`src/rtl/fpa_pkg.sv`:
```
// Shared types, codes and helpers for the fixed-point ALU.
// No dependencies; every other rtl file except fpa_ifs imports this package.
`default_nettype none
package fpa_pkg;

  // Operation codes carried in a request
  localparam logic [2:0] MODE_ADD = 3'd0;
  localparam logic [2:0] MODE_SUB = 3'd1;
  localparam logic [2:0] MODE_MUL = 3'd2;
  localparam logic [2:0] MODE_DIV = 3'd3;
  localparam logic [2:0] MODE_REM = 3'd4;

  // Result status codes
  localparam logic [1:0] STAT_OK    = 2'd0;
  localparam logic [1:0] STAT_DIVZ  = 2'd1;
  localparam logic [1:0] STAT_UNSUP = 2'd2;

  // Width select codes
  localparam logic [1:0] WSEL_8  = 2'd0;
  localparam logic [1:0] WSEL_16 = 2'd1;
  localparam logic [1:0] WSEL_32 = 2'd2;
  localparam logic [1:0] WSEL_64 = 2'd3;

  // Configuration register indexes
  localparam logic [1:0] CFG_WSEL = 2'd0;
  localparam logic [1:0] CFG_SGN  = 2'd1;
  localparam logic [1:0] CFG_FRAC = 2'd2;

  // Work kinds handed from the front end to the back end
  localparam logic [1:0] KIND_DONE = 2'd0;
  localparam logic [1:0] KIND_MUL  = 2'd1;
  localparam logic [1:0] KIND_DIV  = 2'd2;
  localparam logic [1:0] KIND_REM  = 2'd3;

  typedef struct packed {
    logic [1:0]        wsel;
    logic              is_signed;
    logic signed [7:0] frac;
  } cfg_t;

  typedef struct packed {
    logic [1:0]        kind;
    logic [1:0]        status;
    logic [63:0]       res;      // final result for KIND_DONE
    logic [31:0]       lhs_mag;
    logic [31:0]       rhs_mag;
    logic              neg;      // sign to apply to the magnitude
    logic signed [7:0] frac;
    logic [1:0]        wsel;
  } op_t;

  function automatic logic [63:0] wmask(input logic [1:0] wsel);
    logic [63:0] m;
    m = '1;
    case (wsel)
      WSEL_8:  m = 64'h0000_0000_0000_00FF;
      WSEL_16: m = 64'h0000_0000_0000_FFFF;
      WSEL_32: m = 64'h0000_0000_FFFF_FFFF;
      default: m = '1;
    endcase
    return m;
  endfunction

endpackage
`default_nettype wire

```
`src/rtl/fpa_ifs.sv`:
```
// Valid/ready channel interfaces for requests and results.
// Depends on nothing.
`default_nettype none
interface fpa_in_if;
  logic        valid;
  logic        ready;
  logic [2:0]  mode;
  logic [63:0] lhs_raw;
  logic [63:0] rhs_raw;
  modport source (output valid, mode, lhs_raw, rhs_raw, input ready);
  modport sink   (input valid, mode, lhs_raw, rhs_raw, output ready);
endinterface

interface fpa_out_if;
  logic        valid;
  logic        ready;
  logic [63:0] result_raw;
  logic [1:0]  status;
  modport source (output valid, result_raw, status, input ready);
  modport sink   (input valid, result_raw, status, output ready);
endinterface
`default_nettype wire

```
`src/rtl/fixed_point_alu.sv`:
```
// Top level of the fixed-point ALU: configuration registers, front end,
// request queue and back end. Depends on fpa_pkg, fpa_ifs and submodules.
//
// Usage:
//  - in_ch carries requests (mode, lhs_raw, rhs_raw); a request is taken on
//    a clock edge with valid and ready high. out_ch returns one result
//    (result_raw, status) per request, in order, under the same handshake.
//  - cfg_we/cfg_index/cfg_wdata write width_select (0), is_signed (1) and
//    the fractional bit count (2, signed). Write only while no request is
//    in flight.
//  - Add, subtract and error cases pass from the queue to the output
//    register; multiply goes through the product register, then the
//    scaling shift; divide and remainder go through the restoring divider,
//    one bit per cycle; divide adds a step per fraction bit if positive.
//  - Throughput: add/subtract/error requests stream at one per cycle while
//    the back end is idle and the receiver takes results; multiply, divide
//    and remainder hold the back end until their result is loaded.
//  - The two-entry queue lets the front keep taking requests while the
//    back end works or the receiver stalls; a stalled result sits in the
//    output register and ready drops once the queue fills.
//  - Reset (rst_n low, synchronous) empties the queue, drops out valid and
//    loads width 32 bits, signed, 16 fractional bits.
`default_nettype none
module fixed_point_alu (
  input  logic       clk,
  input  logic       rst_n,
  fpa_in_if.sink     in_ch,
  fpa_out_if.source  out_ch,
  input  logic       cfg_we,
  input  logic [1:0] cfg_index,
  input  logic [7:0] cfg_wdata
);
  import fpa_pkg::*;

  cfg_t cfg_r;
  logic q_full, push, pop, q_valid;
  op_t  push_op, q_op;

  always_ff @(posedge clk) begin
    if (!rst_n) begin
      cfg_r.wsel      <= WSEL_32;
      cfg_r.is_signed <= 1'b1;
      cfg_r.frac      <= 8'sd16;
    end else if (cfg_we) begin
      case (cfg_index)
        CFG_WSEL: cfg_r.wsel      <= cfg_wdata[1:0];
        CFG_SGN:  cfg_r.is_signed <= cfg_wdata[0];
        CFG_FRAC: cfg_r.frac      <= cfg_wdata;
        default: ;
      endcase
    end
  end

  fpa_front u_front (
    .in_ch  (in_ch),
    .cfg    (cfg_r),
    .q_full (q_full),
    .push   (push),
    .op     (push_op)
  );

  fpa_queue u_queue (
    .clk     (clk),
    .rst_n   (rst_n),
    .push    (push),
    .push_op (push_op),
    .pop     (pop),
    .full    (q_full),
    .q_valid (q_valid),
    .q_op    (q_op)
  );

  fpa_back u_back (
    .clk     (clk),
    .rst_n   (rst_n),
    .q_valid (q_valid),
    .q_op    (q_op),
    .pop     (pop),
    .out_ch  (out_ch)
  );

endmodule
`default_nettype wire

```
`src/rtl/fpa_front.sv`:
```
// Front end: accepts requests, finishes add/sub and errors, splits operands.
// Depends on fpa_pkg and fpa_in_if.
`default_nettype none
module fpa_front (
  fpa_in_if.sink        in_ch,
  input  fpa_pkg::cfg_t cfg,
  input  logic          q_full,
  output logic          push,
  output fpa_pkg::op_t  op
);
  import fpa_pkg::*;

  logic [63:0] m, lv, rv;
  logic        ls, rs, nl, nr;

  assign in_ch.ready = !q_full;
  assign push        = in_ch.valid && !q_full;

  always_comb begin
    m  = wmask(cfg.wsel);
    lv = in_ch.lhs_raw & m;
    rv = in_ch.rhs_raw & m;
    case (cfg.wsel)
      WSEL_8:  begin ls = lv[7];  rs = rv[7];  end
      WSEL_16: begin ls = lv[15]; rs = rv[15]; end
      default: begin ls = lv[31]; rs = rv[31]; end
    endcase
    nl = cfg.is_signed && ls;
    nr = cfg.is_signed && rs;

    op.kind    = KIND_DONE;
    op.status  = STAT_OK;
    op.res     = '0;
    op.lhs_mag = nl ? 32'(~lv + 64'd1) & m[31:0] : lv[31:0];
    op.rhs_mag = nr ? 32'(~rv + 64'd1) & m[31:0] : rv[31:0];
    op.neg     = nl ^ nr;
    op.frac    = cfg.frac;
    op.wsel    = cfg.wsel;

    unique case (in_ch.mode) inside
      MODE_ADD: op.res = (in_ch.lhs_raw + in_ch.rhs_raw) & m;
      MODE_SUB: op.res = (in_ch.lhs_raw - in_ch.rhs_raw) & m;
      MODE_MUL, MODE_DIV, MODE_REM: begin
        if (cfg.wsel == WSEL_64) begin
          op.status = STAT_UNSUP;
        end else if (in_ch.mode == MODE_MUL) begin
          op.kind = KIND_MUL;
        end else if (op.rhs_mag == '0) begin
          op.status = STAT_DIVZ;
        end else if (in_ch.mode == MODE_DIV) begin
          op.kind = KIND_DIV;
        end else begin
          op.kind = KIND_REM;
          op.neg  = nl;   // remainder takes the dividend's sign
        end
      end
      default: op.status = STAT_UNSUP;
    endcase
  end

endmodule
`default_nettype wire

```
`src/rtl/fpa_queue.sv`:
```
// Two-entry request queue between front and back ends.
// Depends on fpa_pkg.
`default_nettype none
module fpa_queue (
  input  logic         clk,
  input  logic         rst_n,
  input  logic         push,
  input  fpa_pkg::op_t push_op,
  input  logic         pop,
  output logic         full,
  output logic         q_valid,
  output fpa_pkg::op_t q_op
);
  import fpa_pkg::*;

  op_t        mem_r [2];
  logic       wr_ptr_r, rd_ptr_r;
  logic [1:0] cnt_r, cnt_nxt;

  assign full    = cnt_r == 2'd2;
  assign q_valid = cnt_r != 2'd0;
  assign q_op    = mem_r[rd_ptr_r];

  always_comb begin
    cnt_nxt = cnt_r;
    if (push && !pop) cnt_nxt = cnt_r + 2'd1;
    else if (pop && !push) cnt_nxt = cnt_r - 2'd1;
  end

  always_ff @(posedge clk) begin
    if (!rst_n) begin
      wr_ptr_r <= 1'b0;
      rd_ptr_r <= 1'b0;
      cnt_r    <= 2'd0;
    end else begin
      cnt_r <= cnt_nxt;
      if (push) wr_ptr_r <= !wr_ptr_r;
      if (pop)  rd_ptr_r <= !rd_ptr_r;
    end
  end

  always_ff @(posedge clk) begin
    if (push) mem_r[wr_ptr_r] <= push_op;
  end

endmodule
`default_nettype wire

```
`src/rtl/fpa_back.sv`:
```
// Back end: multiplier, bit-serial divider and the result register.
// Depends on fpa_pkg and fpa_out_if.
`default_nettype none
module fpa_back (
  input  logic         clk,
  input  logic         rst_n,
  input  logic         q_valid,
  input  fpa_pkg::op_t q_op,
  output logic         pop,
  fpa_out_if.source    out_ch
);
  import fpa_pkg::*;

  localparam logic [1:0] S_RUN = 2'd0;
  localparam logic [1:0] S_MUL = 2'd1;
  localparam logic [1:0] S_DIV = 2'd2;

  logic [1:0]  st_r, st_nxt;
  op_t         cur_r;
  logic [63:0] prod_r;
  logic [31:0] a_r, rem_r, quo_r;
  logic [7:0]  cnt_r;
  logic        out_valid_r;
  logic [63:0] out_res_r;
  logic [1:0]  out_stat_r;

  logic        out_free, ld_out;
  logic [63:0] fin_mag, fin_val;
  logic        fin_neg;
  logic [1:0]  fin_stat, fin_wsel;
  logic [7:0]  k_u, n_init;
  logic [32:0] rem_sh;
  logic        ge;

  assign out_free          = !out_valid_r || out_ch.ready;
  assign out_ch.valid      = out_valid_r;
  assign out_ch.result_raw = out_res_r;
  assign out_ch.status     = out_stat_r;

  // magnitude of a negative shift count (128 fits in 8 unsigned bits)
  assign k_u    = ~cur_r.frac + 8'd1;
  // remainder needs only the 32 dividend bits; divide adds a non-negative fraction shift
  assign n_init = 8'd32 + ((q_op.kind == KIND_DIV && q_op.frac[7] == 1'b0) ?
                           8'(q_op.frac) : 8'd0);
  assign rem_sh = {rem_r, a_r[31]};
  assign ge     = rem_sh >= {1'b0, cur_r.rhs_mag};

  always_comb begin
    st_nxt   = st_r;
    pop      = 1'b0;
    ld_out   = 1'b0;
    fin_mag  = '0;
    fin_neg  = 1'b0;
    fin_stat = STAT_OK;
    fin_wsel = cur_r.wsel;
    unique case (st_r)
      S_RUN: begin
        if (q_valid) begin
          case (q_op.kind)
            KIND_DONE: begin
              if (out_free) begin
                pop      = 1'b1;
                ld_out   = 1'b1;
                fin_mag  = q_op.res;
                fin_stat = q_op.status;
                fin_wsel = q_op.wsel;
              end
            end
            KIND_MUL: begin
              pop    = 1'b1;
              st_nxt = S_MUL;
            end
            default: begin
              pop    = 1'b1;
              st_nxt = S_DIV;
            end
          endcase
        end
      end
      S_MUL: begin
        if (out_free) begin
          ld_out  = 1'b1;
          fin_neg = cur_r.neg;
          st_nxt  = S_RUN;
          if (cur_r.frac[7]) begin
            fin_mag = (k_u >= 8'd64) ? '0 : prod_r << k_u[5:0];
          end else begin
            fin_mag = (cur_r.frac >= 8'sd64) ? '0 : prod_r >> cur_r.frac[5:0];
          end
        end
      end
      S_DIV: begin
        if (cnt_r == 8'd0 && out_free) begin
          ld_out  = 1'b1;
          fin_neg = cur_r.neg;
          st_nxt  = S_RUN;
          if (cur_r.kind == KIND_REM) begin
            fin_mag = {32'd0, rem_r};
          end else if (cur_r.frac[7]) begin
            fin_mag = (k_u >= 8'd32) ? '0 : {32'd0, quo_r >> k_u[4:0]};
          end else begin
            fin_mag = {32'd0, quo_r};
          end
        end
      end
      default: st_nxt = S_RUN;
    endcase
    fin_val = (fin_neg ? (64'd0 - fin_mag) : fin_mag) & wmask(fin_wsel);
  end

  always_ff @(posedge clk) begin
    if (!rst_n) begin
      st_r        <= S_RUN;
      out_valid_r <= 1'b0;
      cnt_r       <= 8'd0;
    end else begin
      st_r <= st_nxt;
      if (ld_out) out_valid_r <= 1'b1;
      else if (out_ch.ready) out_valid_r <= 1'b0;
      if (pop) cnt_r <= n_init;
      else if (st_r == S_DIV && cnt_r != 8'd0) cnt_r <= cnt_r - 8'd1;
    end
  end

  always_ff @(posedge clk) begin
    if (ld_out) begin
      out_res_r  <= fin_val;
      out_stat_r <= fin_stat;
    end
    if (pop) begin
      cur_r  <= q_op;
      prod_r <= 64'(q_op.lhs_mag) * 64'(q_op.rhs_mag);
      a_r    <= q_op.lhs_mag;
      rem_r  <= '0;
      quo_r  <= '0;
    end else if (st_r == S_DIV && cnt_r != 8'd0) begin
      // one restoring step: shift in the next dividend bit (zeros after 32)
      rem_r <= ge ? 32'(rem_sh - {1'b0, cur_r.rhs_mag}) : rem_sh[31:0];
      quo_r <= {quo_r[30:0], ge};
      a_r   <= {a_r[30:0], 1'b0};
    end
  end

  a_err_zero: assert property (@(posedge clk) disable iff (!rst_n)
    out_valid_r && out_stat_r != STAT_OK |-> out_res_r == '0)
    else $error("error result not zero");
  a_no_pop_busy: assert property (@(posedge clk) disable iff (!rst_n)
    st_r != S_RUN |-> !pop)
    else $error("queue popped while unit busy");
  a_div_stays: assert property (@(posedge clk) disable iff (!rst_n)
    st_r == S_DIV && cnt_r != 8'd0 |=> st_r == S_DIV)
    else $error("divide left before finishing");

endmodule
`default_nettype wire

```
`src/flat_wrapper.sv`:
```
// flat-port wrapper written by rule: the top's interface ports become plain ports
module fixed_point_alu_flat import fpa_pkg::*;
  (clk, rst_n, cfg_we, cfg_index, cfg_wdata, in_ch_valid, in_ch_mode, in_ch_lhs_raw, in_ch_rhs_raw, in_ch_ready, out_ch_valid, out_ch_result_raw, out_ch_status, out_ch_ready);
  fpa_in_if in_ch_i ();
  fpa_out_if out_ch_i ();
  input  logic clk;
  input  logic rst_n;
  input  logic cfg_we;
  input  logic [1:0] cfg_index;
  input  logic [7:0] cfg_wdata;
  input wire logic [$bits(in_ch_i.valid)-1:0] in_ch_valid;
  input wire logic [$bits(in_ch_i.mode)-1:0] in_ch_mode;
  input wire logic [$bits(in_ch_i.lhs_raw)-1:0] in_ch_lhs_raw;
  input wire logic [$bits(in_ch_i.rhs_raw)-1:0] in_ch_rhs_raw;
  output wire logic [$bits(in_ch_i.ready)-1:0] in_ch_ready;
  output wire logic [$bits(out_ch_i.valid)-1:0] out_ch_valid;
  output wire logic [$bits(out_ch_i.result_raw)-1:0] out_ch_result_raw;
  output wire logic [$bits(out_ch_i.status)-1:0] out_ch_status;
  input wire logic [$bits(out_ch_i.ready)-1:0] out_ch_ready;
  assign in_ch_i.valid = in_ch_valid;
  assign in_ch_i.mode = in_ch_mode;
  assign in_ch_i.lhs_raw = in_ch_lhs_raw;
  assign in_ch_i.rhs_raw = in_ch_rhs_raw;
  assign in_ch_ready = in_ch_i.ready;
  assign out_ch_valid = out_ch_i.valid;
  assign out_ch_result_raw = out_ch_i.result_raw;
  assign out_ch_status = out_ch_i.status;
  assign out_ch_i.ready = out_ch_ready;
  fixed_point_alu u_core (.clk(clk), .rst_n(rst_n), .in_ch(in_ch_i), .out_ch(out_ch_i), .cfg_we(cfg_we), .cfg_index(cfg_index), .cfg_wdata(cfg_wdata));
endmodule
```
`config.mk`:
```
export PLATFORM = sky130hd
export DESIGN_NAME = fixed_point_alu_flat
export DESIGN_NICKNAME = d
export VERILOG_FILES = /design/src/rtl/fpa_pkg.sv /design/src/rtl/fpa_ifs.sv /design/src/rtl/fixed_point_alu.sv /design/src/rtl/fpa_front.sv /design/src/rtl/fpa_queue.sv /design/src/rtl/fpa_back.sv /design/src/flat_wrapper.sv
export SDC_FILE = /design/constraint.sdc
export NUM_CORES = 2
export LEC_CHECK = 0
export ABC_AREA = 1
export BUFFER_PORTS_ARGS = -buffer_cell sky130_fd_sc_hd__buf_2
export CAP_MARGIN = 20
export CORE_ASPECT_RATIO = 0.7
export CORE_UTILIZATION = 30
export DETAILED_ROUTE_END_ITERATION = 10
export PLACE_DENSITY = 0.5
export SLEW_MARGIN = 20
export SYNTH_ARGS = -nofsm -noshare
export SYNTH_HDL_FRONTEND = slang
export SYNTH_SLANG_ARGS = --single-unit
```
`constraint.sdc`:
```
create_clock -name clk -period 12.2 [get_ports clk]
set_input_delay 0 -clock clk [delete_from_list [all_inputs] [get_ports clk]]
set_output_delay 0 -clock clk [all_outputs]
set_load 0.02 [all_outputs]
```
======== Yosys cells after proc, flatten, opt, wreduce, memory -nomap -nowiden ========
Memory sizes are Yosys's and may differ from the RTL's. A register that Yosys moved wholly into a read port is not among the register bits.
Cells that the tools add are included.
word-level totals
  bits in registers ....................... 297
  memory bits (writable) .................. 286
  bits of input ports ..................... 146
  word-level logic and storage cells ...... 176
  memories ................................ 1
cells by class
  add/subtract/negate cells ............... 11
  multipliers ............................. 1
  order comparisons ....................... 4
  eq/ne operators ......................... 21
  shifts and indexed selects .............. 3
  multiplexer cells ....................... 68
  bitwise operators ....................... 12
  reductions and logical operators ........ 35
memories
  name                  depth  bits a word  rd ports  clocked after memory_dff  write ports  RTL line         text
  u_core.u_queue.mem_r  2      143          1         1                         1            fpa_queue.sv:16  op_t mem_r [2];
operators by type and width
  cell                                                                   number
  64-bit one-hot mux with 3 select lines                                 3
  64-bit 2-to-1 mux                                                      8
  32-bit 2-to-1 mux                                                      9
  64-bit bitwise AND                                                     3
  32-bit bitwise AND                                                     4
  64-bit one-hot mux with 2 select lines                                 1
  32-bit by 1-bit adder with 32-bit output, second input constant        2
  64-bit adder                                                           1
  32-bit by 32-bit multiplier with 64-bit output                         1
  32-bit NOT                                                             2
  64-bit by 6-bit << shifter with 64-bit output                          1
  64-bit by 6-bit >> shifter with 64-bit output                          1
  1-bit by 64-bit subtractor with 64-bit output, first input constant    1
  64-bit subtractor                                                      1
  33-bit by 32-bit >= comparator with 1-bit output                       1
  32-bit zero test                                                       1
  32-bit by 5-bit >> shifter with 32-bit output                          1
  32-bit subtractor                                                      1
  2-bit 2-to-1 mux                                                       14
  8-bit 2-to-1 mux                                                       3
  1-bit 2-to-1 mux                                                       23
  2-bit equality test, second input constant                             8
  2-bit by 1-bit equality test with 1-bit output, second input constant  5
  2-bit zero test                                                        5
  other kinds (31)                                                       55

======== Depth between registers and ports, before layout ========
  depth in word-level cells ............... 12
  depth in mapped cells ................... 42

======== By module ========
A second synthesis with hierarchy kept.
second synthesis, totals
  cells, all modules ...................... 10789
  area total of the unflattened synthesis .. 79930.4 um^2
by module, submodules not included
  module           instances  cells an instance  area each (um^2)  sequential area each (um^2)
  fpa_back         1          8543               59819.9           7717.4
  fpa_queue        1          480                10825.4           8688.3
  fpa_front        1          1697               8795.9            0.0
  fixed_point_alu  1          69                 489.2             220.2

======== Worst setup path after synthesis ========
Ideal clock, no wire load.
  kind .................................... register -> register
  start point ............................. register (tool-made name)
  end point ............................... register u_core.u_back.a_r[0], enable pin
  arrival time ............................ 8.418 ns
  required time ........................... 11.791 ns
  setup slack ............................. 3.373 ns
  cell stages (with the launch flop) ...... 12
  path buffers ............................ 3
  cells stage by stage .................... dfxtp_1 -> buf_4 -> inv_2 -> or2_2 -> o21ai_2 -> inv_1 -> nor2_1 -> o31ai_2 -> nor2_1 -> inv_1 -> clkbuf_1 -> clkbuf_1
RTL lines
  element               RTL line         text
  to (signal assigned)  fpa_back.sv:133  a_r <= q_op.lhs_mag;
  to (signal assigned)  fpa_back.sv:140  a_r <= {a_r[30:0], 1'b0};
  to (decl)             fpa_back.sv:21   logic [31:0] a_r, rem_r, quo_r;

==> parameters.txt <==
Parameter                              Value

Clock tree
  CTS root buffer    sky130_fd_sc_hd__clkbuf_16
  Maximum level of the CTS H-tree    3
  Clock-pin slew of the registers on the worst-case setup and hold paths    60 ps
  Clock tree from TritonCTS    done
  Clock latency reported for the late side of the worst-skew pair    roughly 700 ps
  Number of buffers created by CTS    72
  Number of sinks handled by clock tree synthesis    584
  Clock tree buffer depth    3

Yosys
  Count of flip-flops with a built-in enable after synthesis    ~490
  Average footprint of a synthesized cell    7.52 um^2
  Post-synthesis sequential area ratio    a little over a fifth
  Fraction of synthesized cell area taken by the top area cell type    between 20% and 30%
  Unique masters post-synth    62
  Number of warning messages in the yosys log    0
  Share of async-settable or async-resettable flops after synthesis    0%
  Combined area of all synthesized cells    0.0756 mm^2
  Most area-consuming cells after synthesis    sky130_fd_sc_hd__fa_1 (24%), sky130_fd_sc_hd__edfxtp_1 (20%), sky130_fd_sc_hd__nand2_1 (11%)
  Number of instances in the synthesized netlist    about 10000
  Net count after synthesis    approximately 11000
  Prevailing post-synth register cell    sky130_fd_sc_hd__edfxtp_1
  Count of state elements after synthesis    approximately 580
  Yosys top cell by area    sky130_fd_sc_hd__fa_1

Global routing
  Global-route wire length before repair    503000 um
  Maximum number of pins on one net before global-route repair    145
  Number of global-route vias before repair    69755
  Grt ovf    0
  Initial antenna violation count    12
  Total global routing track utilization    27.2%

Setup path
  Slowest cell on crit path    sky130_fd_sc_hd__clkinv_1
  Worst EP arrival    10260 ps
  CP Class    flop to flop
  Req. time, crit path    12620 ps
  Largest stage delay on the critical path    850 ps
  Worst reg-to-reg path cell count    33
  Type of element capturing the critical path    flop
  Critical Path Start Type    flop
  Worst R2R End    u_core.u_back.prod_r[63]$_DFFE_PP_
  Slack of the worst reg-to-reg path    around 2400 ps
  Crit Path Max Fanout    64
  Cell type with the highest occurrence count on the critical path    sky130_fd_sc_hd__fa_1

Min path
  Worst hold path stage count    5
  Type of the worst min-delay path    input port to flop
  End of the worst hold path    u_core.u_queue.mem_r[0][120]$_DFFE_PP_
  Beginning of the worst hold path    in_ch_lhs_raw[45]

Place
  Port Buf Inserts    around 210
  Cells after DPL    13300
  Routability-driven placement congestion ratio    1.01
  Estimated wirelength of the detail-placed design    281000 um
  Placement-stage worst setup slack    2430 ps

STA
  Timing-limited maximum frequency    0.102 GHz
  Setup slack of the critical path after layout    2360 ps
  Post-Route Hold Slack    59.7 ps
  Tcrit/Tclk final    80.6%
  Transition time at the pin with the least slew margin    1180 ps
  Final hold viol count    0
  Final-report max-slew violation count    0
  Worst-case clock skew    around 50 ps
  Unrepaired setup endpoints after global routing    false
  Post-route setup TNS    0 ps
  Number of setup violations in the final report    0
  Minimum period implied by the final worst setup slack    slightly below 10000 ps
  Worst-case headroom to the max-slew limit    21.0%

Finish
  Number of inserted filler cells in the final layout    around 27000
  Final cell count without fillers    13552
  Synthesis-to-finish area growth    11.0%
  Commonest non-fill, non-tap cells in the layout    sky130_fd_sc_hd__nand2_1 (2204), sky130_fd_sc_hd__inv_1 (1463), sky130_fd_sc_hd__nor2_1 (1143)
  Most common cell after layout, fill and taps aside    sky130_fd_sc_hd__nand2_1
  Share of cells above drive strength 1    6.83%
  Net count reported at finish    11576

Floorplan
  Die height    422 um
  Core Rows    approximately 150
  Initial core utilization    30.3%
  Core Box Area    0.249 mm^2
  Die outline area    0.254 mm^2
  Count of boundary I/O pins    214
  Floorplan die width    602 um

Drt
  Violation count after the first detailed-route iteration    9125
  Total detailed-routing wirelength    352000 um
  DRT antenna net count    0
  DR DRC count    0
  Iteration count of the initial detailed-routing pass    8
  Detailed-route vias per instance    about 5.3
  Average wire per standard cell    26.0 um
  Via count    72293

Run
  Total of max-cap violations    0

Outcome
  Status    complete, no violations
metrics by stage:
step / util (%) / cell area [um^2]
3_5_place_dp: 32.2 / 80300
2_1_floorplan: - / 75600
4_1_cts: 33.6 / 83900
6_report: 33.6 / 83900
5_1_grt: 33.6 / 83900
3_3_place_gp: 32.2 / 80300
critical path, delay by kind of cell (launching register included):
| family | cells | cell delay [ps] |
|---|---|---|
| buf+inv | 9 | 1790 |
| simple gates | 7 | 1460 |
| fa+ha+maj | 9 | 4010 |
| compound gates | 7 | 1620 |
| flops | 1 | 500 |
| xor+xnor | 1 | 80 |
logic make-up (layout without fill, tap and decap cells):
| logic type | count (synthesis) | count (layout) | share of synthesized area (%) |
|---|---|---|---|
| adder cells (fa/ha/maj) | 1267 | 1267 | 29.9 |
| buffers and inverters | 1976 | 2133 | 10.3 |
| XOR/XNOR | 188 | 188 | 2.18 |
| multiplexers | 7 | 7 | 0.0927 |
| AO/OA/AOI/OAI | 1279 | 1279 | 9.10 |
| flip-flops | 584 | 584 | 22.0 |
| other | 0 | 1 | 0 |
| AND/OR/NAND/NOR | 4761 | 4761 | 26.5 |
Yosys cell counts (all sizes together) (70+ instances only):
library cell and number:
nand2 2225, inv 1484, nor2 1164, nand3 1120, fa 898, a21oi 579
edfxtp 493, o21ai 480, ha 369, clkbuf 285, buf 175, xor2 129
dfxtp 91, or2 79, a31oi 70
state kept, by name (all words and copies together), names as in the netlist, 8 cells and up, named ones only:
name,cells
u_core.cfg_r,11
u_core.u_back.a_r,32
u_core.u_back.rem_r,32
u_core.u_back.quo_r,32
u_core.u_back.out_ch.result_raw,64
u_core.u_back.cnt_r,8
u_core.u_back.prod_r,64
u_core.u_back.cur_r,45
u_core.u_queue.mem_r,286
worst max-delay path by stage:
stage | slack [ps] | cells past startpoint | to
floorplan | 3370 | 11 | u_core.u_back.a_r[0]$_SDFFCE_PN0P_
global placement | 2090 | 25 | u_core.u_back.prod_r[54]$_DFFE_PP_
detailed placement | 2430 | 22 | u_core.u_back.prod_r[48]$_DFFE_PP_
CTS | 2400 | 22 | u_core.u_back.prod_r[48]$_DFFE_PP_
global route | 1920 | 33 | u_core.u_back.prod_r[63]$_DFFE_PP_
finish | 2360 | 33 | u_core.u_back.prod_r[63]$_DFFE_PP_
area by class of cell:
cell class	count	area, um^2	area share [%]
multi-input combinational	7502	51500	61.4
sequential	584	16600	19.8
inverter	1516	5700	6.79
tap	3332	4170	4.97
timing repair buffer	487	3480	4.14
clock buffer	86	1910	2.27
clock inverter	44	515	0.614
antenna	1	2.50	0.00298
per-layer routing:
metal	global-route usage, %	routed length [um]
met1	42.3	169000
met2	35.6	131000
met3	9.24	45100
met4	5.28	7360
met5	0	80
repair_timing:
| item | 4_1_cts | 5_1_grt |
|---|---|---|
| gates resized for setup | 0 | 0 |
| buffers inserted | 0 | 0 |
| hold endpoints to repair | 204 | 0 |
| hold buffers | 119 | 0 |
Power is not shown: default switching activity piles up to over one toggle a cycle in this logic, so the estimate is an artifact.
